**config.mk**
```make
export PLATFORM = sky130hd
export DESIGN_NAME = lzwve_front
export DESIGN_NICKNAME = d
export VERILOG_FILES = /design/src/hdl/lzwve_pkg.sv /design/src/hdl/lzwve_fifo.sv /design/src/hdl/lzwve_front.sv
export SDC_FILE = /design/constraint.sdc
export NUM_CORES = 1
export LEC_CHECK = 0
export ABC_AREA = 1
export BUFFER_PORTS_ARGS = -buffer_cell sky130_fd_sc_hd__buf_2
export CORE_MARGIN = 5
export CORE_UTILIZATION = 52
export CTS_CLUSTER_DIAMETER = 150
export DETAILED_ROUTE_END_ITERATION = 6
export GPL_TIMING_DRIVEN = 0
export PLACE_DENSITY = 0.82
export SYNTH_ARGS = -nofsm -noshare
export SYNTH_HDL_FRONTEND = slang
export SYNTH_SLANG_ARGS = --single-unit
export TNS_END_PERCENT = 10
```
**constraint.sdc**
```tcl
create_clock -name clk -period 3.3 [get_ports clk]
set_clock_uncertainty 0.1 [all_clocks]
set_input_delay 0.33 -clock clk [delete_from_list [all_inputs] [get_ports clk]]
set_output_delay 0.33 -clock clk [all_outputs]
set_load 0.01 [all_outputs]
```
**src/hdl/lzwve_pkg.sv**
```systemverilog
package lzwve_pkg;

	// Register map
	localparam int PADDR_W = 3;
	localparam logic REG_START_BITS = 1'b0;
	localparam logic REG_MAX_BITS   = 1'b1;

	localparam logic [4:0] START_BITS_RST = 5'd9;
	localparam logic [4:0] MAX_BITS_RST   = 5'd12;
	localparam logic [4:0] WIDTH_MIN      = 5'd8;
	localparam logic [4:0] WIDTH_MAX      = 5'd24;

	// Hash: multiplicative mix, product bits taken above this shift
	localparam logic [63:0] HASH_MULT  = 64'h9E3779B97F4A7C15;
	localparam int          HASH_SHIFT = 20;

	// Dictionary generation mark
	localparam int EPOCH_BITS = 8;

	typedef struct packed {
		logic [7:0] data_byte;
		logic       end_of_stream;
	} in_item_t;

	typedef struct packed {
		logic [23:0] code_value;
		logic [4:0]  code_width;
		logic        last_code;
		logic        config_error;
	} out_item_t;

	typedef struct packed {
		logic [4:0] start_bits;
		logic [4:0] max_bits;
	} cfg_t;

	// Word passed from front to back
	typedef struct packed {
		logic       bad_cfg;
		logic [7:0] data_byte;
		logic       end_of_stream;
	} cmd_t;

endpackage

```
**src/hdl/lzwve_fifo.sv**
```systemverilog
module lzwve_fifo #(
	parameter int W     = 8,
	parameter int DEPTH = 2
) (
	input  logic         clk,
	input  logic         arst_n,
	input  logic         wr_en,
	input  logic [W-1:0] wr_data,
	output logic         full,
	input  logic         rd_en,
	output logic [W-1:0] rd_data,
	output logic         empty
);
	localparam int PW = (DEPTH > 1) ? $clog2(DEPTH) : 1;

	logic [W-1:0]  mem_q [DEPTH];
	logic [PW-1:0] wr_ptr_q;
	logic [PW-1:0] rd_ptr_q;
	logic [PW:0]   count_q;
	logic          do_wr;
	logic          do_rd;

	assign full    = (count_q == (PW+1)'(DEPTH));
	assign empty   = (count_q == '0);
	assign do_wr   = wr_en && !full;
	assign do_rd   = rd_en && !empty;
	assign rd_data = mem_q[rd_ptr_q];

	// Store incoming words
	always_ff @(posedge clk) begin
		if (do_wr) begin
			mem_q[wr_ptr_q] <= wr_data;
		end
	end

	// Advance pointers and occupancy
	always_ff @(posedge clk or negedge arst_n) begin
		if (!arst_n) begin
			wr_ptr_q <= '0;
			rd_ptr_q <= '0;
			count_q  <= '0;
		end else begin
			if (do_wr) begin
				wr_ptr_q <= (wr_ptr_q == PW'(DEPTH-1)) ? '0 : wr_ptr_q + 1'b1;
			end
			if (do_rd) begin
				rd_ptr_q <= (rd_ptr_q == PW'(DEPTH-1)) ? '0 : rd_ptr_q + 1'b1;
			end
			if (do_wr && !do_rd) begin
				count_q <= count_q + 1'b1;
			end else if (do_rd && !do_wr) begin
				count_q <= count_q - 1'b1;
			end
		end
	end
endmodule

```
**src/hdl/lzwve_front.sv**
```systemverilog
module lzwve_front (
	input  logic              clk,
	input  logic              arst_n,
	input  logic              push,
	input  lzwve_pkg::in_item_t item,
	output logic              full,
	input  lzwve_pkg::cfg_t   cfg,
	input  logic              cmd_pop,
	output logic              cmd_valid,
	output lzwve_pkg::cmd_t   cmd
);
	import lzwve_pkg::*;

	cmd_t cmd_in;
	logic cmd_empty;

	// Flag the word when the width settings are unusable
	always_comb begin
		cmd_in.bad_cfg = (cfg.start_bits < WIDTH_MIN) || (cfg.max_bits > WIDTH_MAX) ||
			(cfg.start_bits > cfg.max_bits);
		cmd_in.data_byte     = item.data_byte;
		cmd_in.end_of_stream = item.end_of_stream;
	end

	lzwve_fifo #(.W($bits(cmd_t)), .DEPTH(2)) u_cmd_q (
		.clk     (clk),
		.arst_n  (arst_n),
		.wr_en   (push),
		.wr_data (cmd_in),
		.full    (full),
		.rd_en   (cmd_pop),
		.rd_data (cmd),
		.empty   (cmd_empty)
	);

	assign cmd_valid = !cmd_empty;
endmodule

```
# Word level (Yosys, flattened, before mapping)
# Memory sizes are Yosys's and may differ from the RTL's.
# Index checks and enable logic that the tools add are counted.
[totals]
register_bits = 4
latchBits = 0
ramBits = 20
rom_bits = 0
input_bits = 23
output_inout_bits = 12
elab_cells = 30
memories = 1
[memory_table]
columns = ["memory", "words", "word_bits", "rd", "rd_ports_with_merged_regs", "write_ports", "line", "source"]
rows = [
  ["u_cmd_q.mem_q", 2, 10, 1, 0, 1, "lzwve_fifo.sv:16", "logic [W-1:0] mem_q [DEPTH];"],
]
[op_classes]
n_addsub = 4
mul = 0
n_div = 0
n_lt_le_gt_ge = 3
n_eq_ne = 1
shifts = 0
mux = 6
bitwise = 0
n_reduce_logical = 12
[ops]
columns = ["op", "n"]
rows = [
  ["> comparator 5 bit", 1],
  ["> comparator 5 bit, second input constant", 1],
  ["less-than comparator 5 x 4 -> 1 bit, second input constant", 1],
  ["logical AND 1 bit", 4],
  ["logical NOT 1 bit", 4],
  ["two-way mux 1 bit", 4],
  ["two-way mux 2 bit", 2],
  ["adder 1 bit, second input constant", 2],
  ["adder 2 x 1 -> 2 bit, second input constant", 1],
  ["== test 2 bit, second input constant", 1],
  ["logical NOT 2 bit", 1],
  ["logical OR 1 bit", 2],
  ["nonzero test 2 bit", 1],
  ["subtractor 2 x 1 -> 2 bit, second input constant", 1],
]

# Longest topological paths before layout
[logic_depth]
word_depth = 7
mapped_depth = 8
mapped_depth_nobuf = 8

# Modules after synthesis
# A second synthesis with hierarchy kept.
[hier_totals]
cells_unflattened = 114
hier_area_um2 = 1121.1
[by_module_without_submodules]
columns = ["mod", "instances", "cells_each", "area_each_um2"]
rows = [
  ["lzwve_fifo", 1, 84, 957.2],
  ["lzwve_front", 1, 30, 163.9],
]

# Worst setup path after synthesis
# OpenSTA, ideal clock, no wires.
[synth_timing]
path_kind = "reg2reg"
startpoint = "register u_cmd_q.count_q[1]"
endpoint = "memory u_cmd_q.mem_q[1][0] (netlist bit), enable pin"
setup_ns = 0.378
t_arrival_ns = 1.026
slack_ns = 1.796
path_stages_with_launch = 4
n_path_buf = 0
period_less_slack_ns = 1.504
cell_sequence = "dfrtp_1 inv_1 o21ai_1 nor2_1"
[synth_via]
elab_chain_len = 5
[synth_rtl]
columns = ["element", "line", "source"]
rows = [
  ["from (decl)", "lzwve_fifo.sv:19", "logic [PW:0] count_q;"],
  ["from (signal assigned)", "lzwve_fifo.sv:50", "count_q <= count_q + 1'b1;"],
  ["from (signal assigned)", "lzwve_fifo.sv:52", "count_q <= count_q - 1'b1;"],
  ["== test 2 bit", "lzwve_fifo.sv:23", "assign full = (count_q == (PW+1)'(DEPTH));"],
  ["logical NOT 1 bit", "lzwve_fifo.sv:25", "assign do_wr = wr_en && !full;"],
  ["logical AND 1 bit", "lzwve_fifo.sv:25", ""],
  ["two-way mux 1 bit", "lzwve_fifo.sv:31", "if (do_wr) begin"],
  ["two-way mux 1 bit (implied by the code)", "lzwve_fifo.sv:32", "mem_q[wr_ptr_q] <= wr_data;"],
  ["to (decl)", "lzwve_fifo.sv:16", ""],
]
# Every way passes these cells.

# Final worst setup path
[layout_timing]
startpoint = "register u_cmd_q.count_q[1]"
endpoint = "memory u_cmd_q.mem_q[1][4] (netlist bit), enable pin"
# Same word-level chain as after synthesis.

==> summary by stage <==
CTS
CTS built an H-tree with a depth of 1. The number of clock sinks seen by CTS is 24. TritonCTS built the clock tree.

The setup fix buffers added after clock tree synthesis is 0. The insertion delay to the later sink of the worst-skew pair is ~310 ps. The maximum buffer depth of the clock tree is 2.

Clock-pin slew was measured on the worst setup and hold paths at between 100 and 150 ps. The tree is rooted in a sky130_fd_sc_hd__clkbuf_4. The CTS buffer count is 3.

STA
Once routing completed, OpenROAD measured the worst setup slack at around 1600 ps. The worst-case headroom to the max-slew limit is 0.426. The slew at the pin with the worst max-slew slack is 857 ps.

The total setup violations reported at the end of the flow is 0. Of the available clock period, the critical path in the final layout requires 0.529. The peak clock frequency supported by timing is between 500 and 600 MHz. The minimum clock period after layout is between 1500 and 2000 ps. Setup repair after global routing left no endpoint under its margin. After routing, the total negative slack on setup checks comes to 0 ps.

The count of final max-slew check failures is 0. The number of hold-slack violations in the final timing report is 0.

Critical path
The worst setup path is launched from a flop. The classification of the worst setup path is flop to flop. The worst reg-to-reg setup slack is 1560 ps. The number of cells on the worst reg-to-reg path is 3. The end of the critical path is u_cmd_q.mem_q[1][4]. STA puts the critical path data required time at ~3200 ps.

STA classifies the critical path endpoint as a flop. The source of the worst register-to-register timing path is u_cmd_q.count_q[1]. The beginning of the critical path is u_cmd_q.count_q[1].

Data arrives at the worst endpoint at 1590 ps. The endpoint identified for the worst register-to-register timing path is u_cmd_q.mem_q[1][4]. The maximum fanout along the worst path is 11.

Global route
Across every metal layer, demand over resource in global routing totals 0.131. The first global-routing pass estimated 3120 µm of wire. The initial antenna violation count is 0. Global routing finished with a remaining overflow of 0. The via count of the first global-routing pass was 777. Entering global routing, the biggest net connects 14 pins.

Die
The effective utilization at floorplan is 0.547. The core region is just under 2000 µm². The die outline height is between 50 and 60 µm. The count of boundary I/O pins is 35. The die is between 50 and 60 µm wide. The floorplan has 16 rows.

The die covers a little over 3000 µm².

Finish
Of the cells placed in the final design, the portion with a size suffix greater than 1 is 0.276. The layout overhead on the synthesized area is 22.1%. The final layout contains 175 nets.

The antenna cell count is 0. The finished layout cell area is about 1300 µm².

Yosys
The count of warnings emitted by yosys is 0. The biggest area contributor in the post-synthesis netlist is sky130_fd_sc_hd__edfxtp_1. The sequential share of the synthesized area is 0.646.

The count of cell types in the netlist is 14. Sorting the synthesized cells by area gives the leading types as sky130_fd_sc_hd__edfxtp_1 55%, sky130_fd_sc_hd__nand2_1 15%, sky130_fd_sc_hd__dfrtp_1 9.2%. Averaged over all synthesized cells, the footprint is approximately 10 µm². The most used standard cell by instance count after synthesis is sky130_fd_sc_hd__nand2_1.

Yosys mapped a number of flops with a built-in enable equal to 20. The number of register bits inferred by synthesis is 24. By count the netlist is led by 44 x sky130_fd_sc_hd__nand2_1, 20 x sky130_fd_sc_hd__edfxtp_1, 12 x sky130_fd_sc_hd__inv_1, 10 x sky130_fd_sc_hd__nor2_1, 6 x sky130_fd_sc_hd__ha_1. The dominant synthesized flop cell is sky130_fd_sc_hd__edfxtp_1.

The netlist area before placement is between 1000 and 1500 µm². The async set-reset flop share out of synthesis is 0.167. Counting every net in the synthesized netlist gives roughly 140.

Counting every instance in the synthesized netlist gives between 100 and 150. The fraction of post-synthesis cell area in the top cell type by area is 0.554.

Detailed routing
The met3 layer wire length in the routed design is 148 µm. The routed length on met1 is slightly below 700 µm. The routed wire length is 1850 µm. The first detailed-routing pass took 4 iterations. After detailed routing, the number of vias per cell comes to between 4 and 5. In this run the top signal layer used is met4. The average routed wire per standard cell is about 11 µm. The number of nets with antenna violations after routing is 0. The final routed DRC violation total is 0.

The met2 wire length is slightly below 1000 µm. The detailed router placed between 800 and 900 vias in this run. The DRC violation total after the first TritonRoute iteration is 11.

Power
Across the VDD grid, the largest voltage drop is 0.000356 V. The total power per unit cell area is ~720 nW/µm². After layout, the design draws a total of 0.000957 W. The cell leakage power is 0.662 nW.

Run status
The run finished with clean final reports.

Placed design
Prior to clock tree synthesis, the placed netlist has a worst setup slack of 1570 ps. The congestion estimate from routability-driven global placement came to a little under 0.7. Once detailed placement completed, the half-perimeter wirelength came to approximately 1500 µm. Buffers placed on the I/O ports in this run total 34. The cell area reported after detailed placement is 1290 µm².

Hold path
The path type of the worst min-delay path is input pin to flop.

Run
The count of maximum capacitance violations is 0.
[kinds of logic (layout without fill, tap and decap cells)]
group	count (synthesis)	count (layout)	synth area share
xor gates and xnor gates	3	3	0.0242
buffers and inverters	15	54	0.0542
adders and majority gates	6	6	0.0692
DFF	24	24	0.646
AOI/OAI and AO/OA	3	3	0.0150
and+or+nand+nor	55	55	0.191
[flip-flops by register name (all words and copies together) (netlist names)]
register and flops:
u_cmd_q.mem_q 20, u_cmd_q.count_q 2, u_cmd_q.rd_ptr_q 1, u_cmd_q.wr_ptr_q 1
[worst min path at each step]
stage | start | endpoint | slack (ps) | cells past startpoint
after floorplan | arst_n | u_cmd_q.count_q[0] | -70 | 0
after global placement | arst_n | u_cmd_q.count_q[0] | 40 | 1
after detailed placement | arst_n | u_cmd_q.wr_ptr_q | 40 | 1
after CTS | item[5] | u_cmd_q.mem_q[0][5] | 90 | 1
after global routing | item[4] | u_cmd_q.mem_q[0][4] | 70 | 1
final | item[5] | u_cmd_q.mem_q[0][5] | 90 | 1
[layout make-up]
| cell class | count | area, µm² |
|---|---|---|
| Clock buffer | 3 | 22.5 |
| Timing Repair Buffer | 35 | 180 |
| Tap cell | 27 | 33.8 |
| Buffer | 2 | 10.0 |
| Inverter | 13 | 48.8 |
| Sequential cell | 24 | 701 |
| Fill cell | 147 | 657 |
| Multi-Input combinational cell | 67 | 325 |
| Clock inverter | 1 | 3.75 |
[stage by stage]
step / std cells / hold WS [ps] / utilization
floorplan: 106 / -65.6 / -
global placement: 167 / 39.5 / 0.650
detailed placement: 167 / 41.4 / 0.650
CTS: 172 / 88.4 / 0.669
global route: 172 / 69.1 / 0.669
finish: 172 / 94.6 / 0.669
[placed cells by master, fill, tap and decap left out]
cell                            count
sky130_fd_sc_hd__clkinv_1           1
sky130_fd_sc_hd__dfrtp_1            4
sky130_fd_sc_hd__buf_2             36
sky130_fd_sc_hd__dlygate4sd3_1      1
sky130_fd_sc_hd__a21oi_1            1
sky130_fd_sc_hd__clkbuf_4           3
sky130_fd_sc_hd__ha_1               6
sky130_fd_sc_hd__nor2_1            10
sky130_fd_sc_hd__xor2_1             2
sky130_fd_sc_hd__a31oi_1            1
sky130_fd_sc_hd__edfxtp_1          20
sky130_fd_sc_hd__inv_2              1
sky130_fd_sc_hd__nand3_1            1
sky130_fd_sc_hd__nand2_1           44
sky130_fd_sc_hd__inv_1             12
sky130_fd_sc_hd__xnor2_1            1
sky130_fd_sc_hd__o21ai_1            1
[what timing repair did]
action	CTS	global route
setup endpoints to repair	0	0
hold buffers	1	0
gates resized for setup	0	0
hold endpoints to repair	4	0
[report_power, final]
| part | internal [W] | switching [W] |
|---|---|---|
| sequential | 0.000422 | 0.0000271 |
| clock | 0.0000443 | 0.0000793 |
| combinational | 0.000145 | 0.000240 |
[routing by layer]
layer	GRT usage	vias up
li1	-	418
met3	0.0325	5
met5	0	-
met2	0.238	29
met4	0.0868	0
met1	0.130	356
[critical path: stages (launching register included)]
cell                      delay, ps
sky130_fd_sc_hd__dfrtp_1        380
sky130_fd_sc_hd__inv_1          130
sky130_fd_sc_hd__o21ai_1        110
sky130_fd_sc_hd__nor2_1         670
Note: power is estimated with default switching activity, not from simulation.
