<file path="src/hdl/lzwve_fifo.sv">
module lzwve_fifo #(
	parameter int W     = 8,
	parameter int DEPTH = 2
) (
	input  logic         clk,
	input  logic         arst_n,
	input  logic         wr_en,
	input  logic [W-1:0] wr_data,
	output logic         full,
	input  logic         rd_en,
	output logic [W-1:0] rd_data,
	output logic         empty
);
	localparam int PW = (DEPTH > 1) ? $clog2(DEPTH) : 1;

	logic [W-1:0]  mem_q [DEPTH];
	logic [PW-1:0] wr_ptr_q;
	logic [PW-1:0] rd_ptr_q;
	logic [PW:0]   count_q;
	logic          do_wr;
	logic          do_rd;

	assign full    = (count_q == (PW+1)'(DEPTH));
	assign empty   = (count_q == '0);
	assign do_wr   = wr_en && !full;
	assign do_rd   = rd_en && !empty;
	assign rd_data = mem_q[rd_ptr_q];

	// Store incoming words
	always_ff @(posedge clk) begin
		if (do_wr) begin
			mem_q[wr_ptr_q] <= wr_data;
		end
	end

	// Advance pointers and occupancy
	always_ff @(posedge clk or negedge arst_n) begin
		if (!arst_n) begin
			wr_ptr_q <= '0;
			rd_ptr_q <= '0;
			count_q  <= '0;
		end else begin
			if (do_wr) begin
				wr_ptr_q <= (wr_ptr_q == PW'(DEPTH-1)) ? '0 : wr_ptr_q + 1'b1;
			end
			if (do_rd) begin
				rd_ptr_q <= (rd_ptr_q == PW'(DEPTH-1)) ? '0 : rd_ptr_q + 1'b1;
			end
			if (do_wr && !do_rd) begin
				count_q <= count_q + 1'b1;
			end else if (do_rd && !do_wr) begin
				count_q <= count_q - 1'b1;
			end
		end
	end
endmodule

</file>
<file path="config.mk">
export PLATFORM = sky130hd
export DESIGN_NAME = lzwve_fifo
export DESIGN_NICKNAME = d
export VERILOG_FILES = /design/src/hdl/lzwve_fifo.sv
export SDC_FILE = /design/constraint.sdc
export NUM_CORES = 1
export LEC_CHECK = 0
export ABC_AREA = 0
export BUFFER_PORTS_ARGS = -buffer_cell sky130_fd_sc_hd__clkbuf_2
export CORE_MARGIN = 1.5
export CORE_UTILIZATION = 52
export CTS_BUF_LIST = sky130_fd_sc_hd__clkbuf_4 sky130_fd_sc_hd__clkbuf_8
export DETAILED_ROUTE_END_ITERATION = 12
export PLACE_DENSITY = 0.83
export SKIP_CTS_REPAIR_TIMING = 1
export SLEW_MARGIN = 20
export SYNTH_ARGS = -nofsm -noshare
export SYNTH_HDL_FRONTEND = slang
export SYNTH_SLANG_ARGS = --single-unit
</file>
<file path="constraint.sdc">
create_clock -name clk -period 1.8 [get_ports clk]
set_input_delay 0.18 -clock clk [delete_from_list [all_inputs] [get_ports clk]]
set_output_delay 0.18 -clock clk [all_outputs]
set_load 0.02 [all_outputs]
</file>
-- Yosys cells after proc, flatten, opt, wreduce, memory -nomap -nowiden
Memories as Yosys holds them, arrays and structs flattened.
Cells that the tools add are included.
- register bits after elaboration: 4
- latch bits: 0
- memory bits (writable): 16
- ROM bits: 0
- bits of input ports: 12
- output and inout port bits: 10
- word-level logic and storage cells: 25
- memories: 1
- add/subtract/negate cells: 4
- $mul: 0
- div/mod/pow operators: 0
- $lt $le $gt $ge: 0
- equal/unequal tests: 1
- shift operators: 0
- multiplexer cells: 6
- bitwise operators: 0
- reduce and logical (&&, ||, !) cells: 10
- memory list (name ; depth ; width ; rd ports ; clocked after Yosys merged registers in ; write ports ; line ; source):
    mem_q ; 2 ; 8 ; 1 ; 0 ; 1 ; 16 ; logic [W-1:0] mem_q [DEPTH];
- operator list (kind ; number):
    logical AND 1 bit ; 4
    logical NOT 1 bit ; 4
    2-to-1 mux 1 bit ; 4
    2-to-1 mux 2 bit ; 2
    adder 1 bit, second input constant ; 2
    adder 2 x 1 -> 2 bit, second input constant ; 1
    equality test 2 bit, second input constant ; 1
    logical NOT 2 bit ; 1
    nonzero test 2 bit ; 1
    subtractor 2 x 1 -> 2 bit, second input constant ; 1

-- Depth between registers and ports, before layout
Gate-level depths: netlist of the first run.
- word-level depth: 7
- gate-level depth with buffers: 7
- depth with buffers taken out: 7

-- Worst setup path after synthesis of the first run
No wires, ideal clock.
- kind: reg2reg
- start: reg count_q[0]
- end: mem mem_q[0][0], enable pin
- setup time: 0.370 ns
- arrival time: 1.022 ns
- required time: 1.430 ns
- setup slack: 0.408 ns
- stages on the path, launching flop included: 4
- path buffers: 0
- period minus slack after synthesis: 1.392 ns
- path through: dfrtp_1 nand2b_1 nand2_2 nor2_1
- word-level cells in the longest chain between the ends: 5
- RTL lines (item ; line ; source):
    from (decl) ; 19 ; logic [PW:0] count_q;
    from (signal assigned) ; 50 ; count_q <= count_q + 1'b1;
    from (signal assigned) ; 52 ; count_q <= count_q - 1'b1;
    equality test 2 bit ; 23 ; assign full = (count_q == (PW+1)'(DEPTH));
    logical NOT 1 bit ; 25 ; assign do_wr = wr_en && !full;
    logical AND 1 bit ; 25 ;
    2-to-1 mux 1 bit ; 31 ; if (do_wr) begin
    2-to-1 mux 1 bit (implied by the code) ; 32 ; mem_q[wr_ptr_q] <= wr_data;
    to (decl) ; 16 ;
Every way passes these cells.

-- Final worst setup path of the first run
- start: reg rd_ptr_q
- end: out rd_data[2]
- word-level cells in the longest chain between the ends: 1
- RTL lines (item ; line ; source):
    from (decl) ; 18 ; logic [PW-1:0] rd_ptr_q;
    from (signal assigned) ; 47 ; rd_ptr_q <= (rd_ptr_q == PW'(DEPTH-1)) ? '0 : rd_ptr_q + 1'b1;
    memory (2 x 8 bit) ; n/a ;
    to (decl) ; 11 ; output logic [W-1:0] rd_data,
Every way passes these cells.

==> impl_metrics.json, run 1 <==
{
  "track_usage_pct": 14.4,
  "synth-seq-cells": 20,
  "fin_crit_sh_pct": 88.8,
  "area_delta_synth_final_pct": 21.3,
  "grt_pass1_vias": 438,
  "pwr-share-comb_pct": 36.7,
  "gr-total-overflow": 0,
  "synth_xor_xnor_area_share_pct": 6.56,
  "r2r_start": "count_q[0]",
  "grt_max_degree": 12,
  "htree_levels": 1,
  "post_drt_wl_per_cell_um": 12.8,
  "ant_nets": 0,
  "antenna_found_initial": 0,
  "worstPathCellList": "mux2_2 > clkbuf_2",
  "die_w_um": 41.8,
  "relSlewSlack_pct": 73.2,
  "fin_skew_ns": 0.00192,
  "cts_tree": "yes",
  "p_total_mw": 1.53,
  "endpoint_kind": "output pin",
  "slew_viol_final": 0,
  "final_cell_mix": "clkbuf_2, edfxtp_1, mux2_1",
  "layout_commonest_cell": "clkbuf_2",
  "reg2reg_depth": 7,
  "place_ws_ns": 0.353,
  "io_pins": 22,
  "yosys_warnings": 0,
  "synth_top_family_by_area": "multiplexers",
  "synth_mux_area_share_pct": 11.5,
  "crit_path_start": "rd_ptr_q",
  "switching_power_uw": 531,
  "syn_inst": 44,
  "worstReg2RegEnd": "count_q[1]",
  "endpoint": "rd_data[2]",
  "clk_pin_slew_worst_paths_ns": 0.10,
  "cp_max_fo": 9,
  "synth.area.top_cells": "edfxtp_1, dfrtp_1, mux2_1",
  "drcViolationCount": 0,
  "dp_hpwl_um": 820,
  "routed_via_density": 5.00,
  "r2r_setup_slack_ns": 0.33,
  "syn-num-nets": 57,
  "synth_top_cell_area_share_pct": 61.4,
  "worstHoldPathType": "primary input to register",
  "num_rows": 13,
  "peakVddDrop_mv": 1.18,
  "cts_buffer_depth": 2,
  "floorplan.initialDensity_pct": 57.9,
  "clock_latency_ns": 0.29,
  "die_h_um": 41.8,
  "drt_wl_total_um": 1090,
  "critical_path_required_ns": 1.62,
  "diodes": 0,
  "fillers": 91,
  "place_inst": 80,
  "instances_no_fill": 85,
  "p_leak_nw": 0.405,
  "yosys.cell_types.count": 15,
  "root_buffer": "clkbuf_4",
  "worst_pin_slew_ns": 0.402,
  "status": "finished, final reports clean",
  "critical_path_class": "register to output pin",
  "regArea_um2": 581,
  "numCtsBuffers": 3,
  "syn_avg_cell_area_um2": 17.8,
  "period_minus_slack_ns": 1.60,
  "synth_fa_ha_area_share_pct": 1.60,
  "crit_path_start_kind": "register",
  "dr.pass1.iters": 4,
  "fp.coreArea_mm2": 0.00135,
  "crit_arrival_ns": 1.42,
  "multi_input_area_um2": 189,
  "num_vias": 425,
  "fin_nets": 84,
  "finalSetupViolations": 0,
  "cpPeakStageDelay_ns": 0.60,
  "drtIter0Drc": 9,
  "fin_ws_ns": 0.201,
  "hold_viol_final": 0,
  "synth-compound-area-share_pct": 0.640,
  "gp_congestion": 0.667,
  "power.internal_uw": 995,
  "clock.fmax_mhz": 625,
  "synth_top_area_cell": "edfxtp_1",
  "max-cap-violations": 0,
  "p_clk_share_pct": 14.5,
  "sw_frac_of_total_pct": 34.8,
  "drive_above_1_share_pct": 42.9,
  "yosysSeqAreaShare_pct": 74.2,
  "yosys.area_share.simple_pct": 3.84,
  "dieArea_mm2": 0.00175,
  "io_buffers": 21,
  "syn_area_um2": 782,
  "fin_tns_setup_ns": 0,
  "grt_pass1_wl_um": 1810,
  "rsz0062_at_grt": "false",
  "powerDensity_mw_per_mm2": 1610,
  "cp_slowest_cell": "dfrtp_1",
  "clock-sinks": 20,
  "pwr-share-seq_pct": 48.8
}
## kinds of logic after synthesis
logic type | count (synthesis)
AND/OR/NAND/NOR | 6
flip-flops | 20
buffers and inverters | 3
XOR/XNOR | 5
AO/OA/AOI/OAI | 1
adder cells (fa/ha/maj) | 1
multiplexers | 8
## flip-flops by register name, indices dropped and copies added (netlist names)
signal / flops
mem_q: 16
count_q: 2
rd_ptr_q: 1
wr_ptr_q: 1
## layer usage
metal	part of all wire [%]	vias to the layer above	global-route usage, %
li1	-	209	-
met1	41	203	15.2
met2	54	11	27.5
met3	4.0	2	1.30
met4	0.55	0	7.74
met5	0	-	0
## worst min path at each step
stage               startpoint          end  slack, ns  cells past startpoint
finish              wr_data[7]  mem_q[0][7]       0.07                      1
global placement        arst_n   count_q[1]     -0.005                      1
detailed placement      arst_n     rd_ptr_q     -0.006                      1
floorplan               arst_n   count_q[0]      -0.12                      0
CTS                     arst_n   count_q[0]      -0.32                      1
global route        wr_data[7]  mem_q[1][7]       0.06                      1
## metrics by stage
step | hold slack (ns) | utilization [%] | cell area (um2)
finish | 0.0740 | 70.3 | 948
floorplan | -0.116 | - | 782
detailed placement | -0.00558 | 67.3 | 908
global route | 0.0592 | 70.3 | 948
global placement | -0.00530 | 67.3 | 908
CTS | -0.320 | 69.5 | 938
## power groups by stage
stage / logic, mW / clock network, mW / registers [mW]
4_1_cts: 0.566 / 0.225 / 0.746
6_report: 0.560 / 0.220 / 0.745
3_5_place_dp: 0.560 / 0 / 0.756
3_3_place_gp: 0.555 / 0 / 0.749
2_1_floorplan: 0.446 / 0 / 0.705
5_1_grt: 0.610 / 0.240 / 0.763
## cells in the mapped netlist (all sizes together)
library cell  number
edfxtp            16
mux2               8
dfrtp              4
nor2               3
xnor2              3
inv                2
xor2               2
and3               1
buf                1
ha                 1
nand2              1
nand2b             1
o21ai              1
## critical path: cells and delay by family (launching register included)
family	cells	cell delay, ns
muxes	1	0.38
DFF	1	0.60
buffers and inverters	1	0.16
## cell type report
cell class	count	share of cell area (%)
sequential	20	61.2
multi-input combinational	21	19.9
timing repair buffer	23	12.9
clock buffer	4	3.17
tap	15	1.98
inverter	2	0.792
(Power assumes the default switching activity.)
==> run 2: changes to the inputs <==
--- a/config.mk
+++ b/config.mk
@@ -8,10 +8,10 @@
 export ABC_AREA = 0
 export BUFFER_PORTS_ARGS = -buffer_cell sky130_fd_sc_hd__clkbuf_2
 export CORE_MARGIN = 1.5
-export CORE_UTILIZATION = 52
+export CORE_UTILIZATION = 56
 export CTS_BUF_LIST = sky130_fd_sc_hd__clkbuf_4 sky130_fd_sc_hd__clkbuf_8
 export DETAILED_ROUTE_END_ITERATION = 12
-export PLACE_DENSITY = 0.83
+export PLACE_DENSITY = 0.88
 export SKIP_CTS_REPAIR_TIMING = 1
 export SLEW_MARGIN = 20
 export SYNTH_ARGS = -nofsm -noshare
==> constraint.sdc (replaced) <==
create_clock -name clk -period 1.9 [get_ports clk]
set_input_delay 0.19 -clock clk [delete_from_list [all_inputs] [get_ports clk]]
set_output_delay 0.19 -clock clk [all_outputs]
set_load 0.02 [all_outputs]
==> impl_metrics.json, run 2 (synthesis gave the netlist of run 1 again) <==
{
  "die_w_um": 40.4,
  "clock_latency_ns": 0.29,
  "io_pins": 22,
  "critical_path_required_ns": 1.71,
  "period_minus_slack_ns": 1.61,
  "crit_arrival_ns": 1.42,
  "fp.coreArea_mm2": 0.00130,
  "clock.fmax_mhz": 620,
  "gr-total-overflow": 0,
  "diodes": 0,
  "dr.pass1.iters": 2,
  "status": "finished, final reports clean",
  "endpoint_kind": "output pin",
  "regMostFlops": "mem_q",
  "cts_buffer_depth": 2,
  "path_depth": 2,
  "drtIter0Drc": 3,
  "drt_wl_total_um": 1110,
  "r2r_start": "count_q[0]",
  "io_buffers": 21,
  "fin_tns_setup_ns": 0,
  "dieArea_mm2": 0.00163,
  "num_vias": 419,
  "peakVddDrop_mv": 1.21,
  "top_regs": "mem_q: 16 flops, count_q: 2 flops",
  "cpPeakStageDelay_ns": 0.60,
  "endpoint": "rd_data[7]",
  "area_delta_synth_final_pct": 22.1,
  "max-cap-violations": 0,
  "worstHoldPathType": "primary input to register",
  "drcViolationCount": 0,
  "slew_viol_final": 0,
  "r2r_setup_slack_ns": 0.39,
  "relSlewSlack_pct": 73.6,
  "reg2reg_depth": 7,
  "numCtsBuffers": 3,
  "layout_commonest_cell": "clkbuf_2",
  "crit_path_start_kind": "register",
  "track_usage_pct": 17.5,
  "cp_num_buf_inv": 1,
  "antenna_found_initial": 0,
  "finalSetupViolations": 0,
  "dp_hpwl_um": 820,
  "placed_area_um2": 908,
  "crit_path_start": "rd_ptr_q",
  "instances_no_fill": 85,
  "clock-sinks": 20,
  "powerDensity_mw_per_mm2": 1550,
  "floorplan.initialDensity_pct": 60.1,
  "p_clk_share_pct": 16.0,
  "place_inst": 80,
  "fin_crit_sh_pct": 84.8,
  "p_leak_nw": 0.408,
  "worstPathCellList": "mux2_2 > clkbuf_2",
  "num_rows": 13,
  "ant_nets": 0,
  "grt_max_degree": 12,
  "sw_frac_of_total_pct": 34.9,
  "gp_congestion": 0.659,
  "post_drt_wl_per_cell_um": 13.1,
  "clk_pin_slew_worst_paths_ns": 0.10,
  "worstReg2RegEnd": "count_q[1]",
  "pwr-share-seq_pct": 47.9,
  "final_cell_mix": "clkbuf_2, edfxtp_1, mux2_1",
  "switching_power_uw": 516,
  "final_area_um2": 955,
  "root_buffer": "clkbuf_4",
  "grt_pass1_vias": 376,
  "die_h_um": 40.4,
  "grt_pass1_wl_um": 1670,
  "hold_viol_final": 0,
  "drive_above_1_share_pct": 42.9,
  "cp_slowest_cell": "dfrtp_1",
  "worst_pin_slew_ns": 0.396,
  "rsz0062_at_grt": "false",
  "fin_nets": 84,
  "cp_max_fo": 9,
  "critical_path_class": "register to output pin",
  "fin_skew_ns": 0.000800,
  "pwr-share-comb_pct": 36.2,
  "cts_tree": "yes",
  "routed_via_density": 4.93,
  "power.internal_uw": 963,
  "fin_hold_ws_ns": 0.0829,
  "htree_levels": 1,
  "largest_reg_flops": 16,
  "critPathTopFamily": "flip-flops"
}
[run 2: cell types whose count changed in the layout (fill, tap and decap cells not counted)]
cell      change
clkbuf_4      -1
clkbuf_8      +1
[run 2: worst min path at each step]
stage                              to  slack (ns)  cells after the start        from
after detailed placement     rd_ptr_q       0.003                      1      arst_n
after floorplan            count_q[0]       -0.11                      0      arst_n
after CTS                  count_q[0]       -0.32                      1      arst_n
after global routing      mem_q[0][2]        0.07                      1  wr_data[2]
final                     mem_q[0][3]        0.08                      1  wr_data[3]
after global placement     count_q[0]       0.004                      1      arst_n
[run 2: per-layer routing]
metal	vias up	routed length [um]	GRT usage, %
met1	193	494	20.5
met4	0	10	15.0
met3	2	42	5.00
met2	11	567	26.2
met5	-	0	0
li1	213	-	-
[run 2: area by class of cell]
class / count / area (um2)
Sequential cell: 20 / 581
Fill cell: 92 / 347
Multi-Input combinational cell: 21 / 189
Timing Repair Buffer: 23 / 123
Clock buffer: 4 / 36.3
Tap cell: 15 / 18.8
Inverter: 2 / 7.51
[run 2: stage by stage]
stage,setup WS (ns),utilization [%],total power [mW]
final,0.288,73.4,1.48
after global routing,0.215,73.4,1.57
after CTS,0.268,72.6,1.49
after detailed placement,0.426,69.8,1.25
after global placement,0.478,69.8,1.24
after floorplan,0.508,-,1.09
[run 2: power groups by stage]
stage / logic (mW) / registers [mW] / clock network (mW)
3_5_place_dp: 0.533 / 0.719 / 0
2_1_floorplan: 0.422 / 0.668 / 0
3_3_place_gp: 0.524 / 0.712 / 0
5_1_grt: 0.591 / 0.727 / 0.250
4_1_cts: 0.539 / 0.710 / 0.238
6_report: 0.535 / 0.708 / 0.236
==> run 3: changes to the inputs <==
--- a/config.mk
+++ b/config.mk
@@ -8,10 +8,10 @@
 export ABC_AREA = 0
 export BUFFER_PORTS_ARGS = -buffer_cell sky130_fd_sc_hd__clkbuf_2
 export CORE_MARGIN = 1.5
-export CORE_UTILIZATION = 56
+export CORE_UTILIZATION = 52
 export CTS_BUF_LIST = sky130_fd_sc_hd__clkbuf_4 sky130_fd_sc_hd__clkbuf_8
 export DETAILED_ROUTE_END_ITERATION = 12
-export PLACE_DENSITY = 0.88
+export PLACE_DENSITY = 0.83
 export SKIP_CTS_REPAIR_TIMING = 1
 export SLEW_MARGIN = 20
 export SYNTH_ARGS = -nofsm -noshare
==> constraint.sdc (replaced) <==
create_clock -name clk -period 1.6 [get_ports clk]
set_input_delay 0.16 -clock clk [delete_from_list [all_inputs] [get_ports clk]]
set_output_delay 0.16 -clock clk [all_outputs]
set_load 0.02 [all_outputs]
==> impl_metrics.json, run 3 (synthesis gave the netlist of run 1 again) <==
{
  "fin_skew_ns": 0.00204,
  "reg2reg_depth": 7,
  "root_buffer": "clkbuf_4",
  "max-cap-violations": 0,
  "cp_slowest_cell": "dfrtp_2",
  "regMostFlops": "mem_q",
  "num_vias": 431,
  "crit_path_start_kind": "register",
  "clk_pin_slew_worst_paths_ns": 0.10,
  "drt_wl_total_um": 1260,
  "numCtsBuffers": 3,
  "hold_viol_final": 0,
  "cts_buffer_depth": 2,
  "die_h_um": 41.8,
  "endpoint_kind": "register",
  "fin_nets": 86,
  "htree_levels": 1,
  "die_w_um": 41.8,
  "power.internal_mw": 1.13,
  "layout_commonest_cell": "clkbuf_2",
  "fp.coreArea_mm2": 0.00135,
  "regArea_um2": 583,
  "hold_path_startpoint": "wr_data[7]",
  "slew_viol_final": 0,
  "cpPeakStageDelay_ns": 0.44,
  "p_total_mw": 1.76,
  "final_core_util_pct": 71.3,
  "fillers": 93,
  "p_leak_nw": 0.410,
  "critical_path_class": "register to register",
  "p_clk_share_pct": 12.8,
  "dieArea_mm2": 0.00175,
  "switching_power_uw": 623,
  "powerDensity_mw_per_mm2": 1820,
  "area_delta_synth_final_pct": 23.0,
  "ant_nets": 0,
  "cts_tree": "yes",
  "crit_arrival_ns": 1.71,
  "drive_above_1_share_pct": 45.8,
  "fin_crit_sh_pct": 94.0,
  "io_buffers": 21,
  "floorplan.initialDensity_pct": 57.9,
  "cp_max_fo": 5,
  "r2r_start": "count_q[0]",
  "instances_no_fill": 87,
  "finalSetupViolations": 0,
  "grt_max_degree": 12,
  "place_inst": 80,
  "gp_congestion": 0.664,
  "critical_path_required_ns": 1.81,
  "routed_via_density": 4.95,
  "worst_pin_slew_ns": 0.372,
  "fin_hold_ws_ns": 0.0541,
  "fin_ws_ns": 0.0954,
  "sw_frac_of_total_pct": 35.5,
  "worstReg2RegEnd": "count_q[1]",
  "num_rows": 13,
  "io_pins": 22,
  "min_to": "mem_q[1][7]",
  "clock_latency_ns": 0.29,
  "diodes": 0,
  "grt_pass1_wl_um": 2060,
  "clock-sinks": 20,
  "period_minus_slack_ns": 1.50,
  "cpMostUsedCell": "xor2_1",
  "drtIter0Drc": 3,
  "largest_reg_flops": 16,
  "post_drt_wl_per_cell_um": 14.5,
  "status": "finished, final reports clean",
  "drcViolationCount": 0,
  "final_cell_mix": "clkbuf_2, edfxtp_1, mux2_1",
  "dr.pass1.iters": 2,
  "r2r_setup_slack_ns": 0.1,
  "hold_depth": 1,
  "antenna_found_initial": 0,
  "multi_input_area_um2": 189,
  "dp_hpwl_um": 965,
  "track_usage_pct": 16.0,
  "gr-total-overflow": 0,
  "worstPathCellList": "nand2b_1 > nand2_2 > inv_1 > ha_1 > xor2_1 > nor2_1 > xor2_1",
  "top_regs": "mem_q: 16 flops, count_q: 2 flops",
  "worstHoldPathType": "primary input to register",
  "relSlewSlack_pct": 75.2,
  "peakVddDrop_mv": 1.18,
  "clock.fmax_mhz": 665,
  "pwr-share-seq_pct": 48.1,
  "pwr-share-comb_pct": 39.1,
  "place_ws_ns": 0.0777,
  "grt_pass1_vias": 442
}
## run 3: worst max path at each step
stage,startpoint,end,slack (ns),depth (start not counted)
floorplan,count_q[0],mem_q[0][0],0.21,3
global placement,count_q[0],count_q[1],0.20,7
detailed placement,count_q[0],count_q[1],0.08,7
CTS,rd_ptr_q,rd_data[2],-0.0003,2
global route,count_q[0],count_q[1],-0.009,7
finish,count_q[0],count_q[1],0.1,7
## run 3: per-stage QoR
stage | instance area, um2 | setup TNS, ns
final | 962 | 0
after global routing | 962 | -0.00853
after CTS | 935 | -0.000315
after detailed placement | 908 | 0
after global placement | 908 | 0
after floorplan | 782 | 0
## run 3: power groups by stage
| stage | logic, mW | registers [mW] | clock network, mW |
|---|---|---|---|
| 2_1_floorplan | 0.502 | 0.793 | 0 |
| 3_5_place_dp | 0.646 | 0.860 | 0 |
| 5_1_grt | 0.749 | 0.863 | 0.249 |
| 6_report | 0.686 | 0.845 | 0.226 |
| 4_1_cts | 0.649 | 0.849 | 0.232 |
| 3_3_place_gp | 0.626 | 0.844 | 0 |
## run 3: layout make-up
cell class / instances / area share [%]
Clock buffer: 3 / 2.34
Clock inverter: 1 / 0.390
Sequential cell: 20 / 60.6
Multi-Input combinational cell: 21 / 19.6
Inverter: 2 / 0.780
Timing Repair Buffer: 25 / 14.3
Tap cell: 15 / 1.95
## run 3: metal layers
| metal | global-route usage [%] | wire length, um |
|---|---|---|
| met1 | 19.9 | 544 |
| met2 | 27.8 | 654 |
| met3 | 2.61 | 54 |
| met4 | 5.81 | 8 |
| met5 | 0 | 0 |
## run 3: critical path: cells and delay by family (launching register included)
kind	cells	cell delay [ns]
XOR/XNOR	2	0.33
adder cells (fa/ha/maj)	1	0.18
buffers and inverters	1	0.05
flip-flops	1	0.44
AND/OR/NAND/NOR	3	0.41
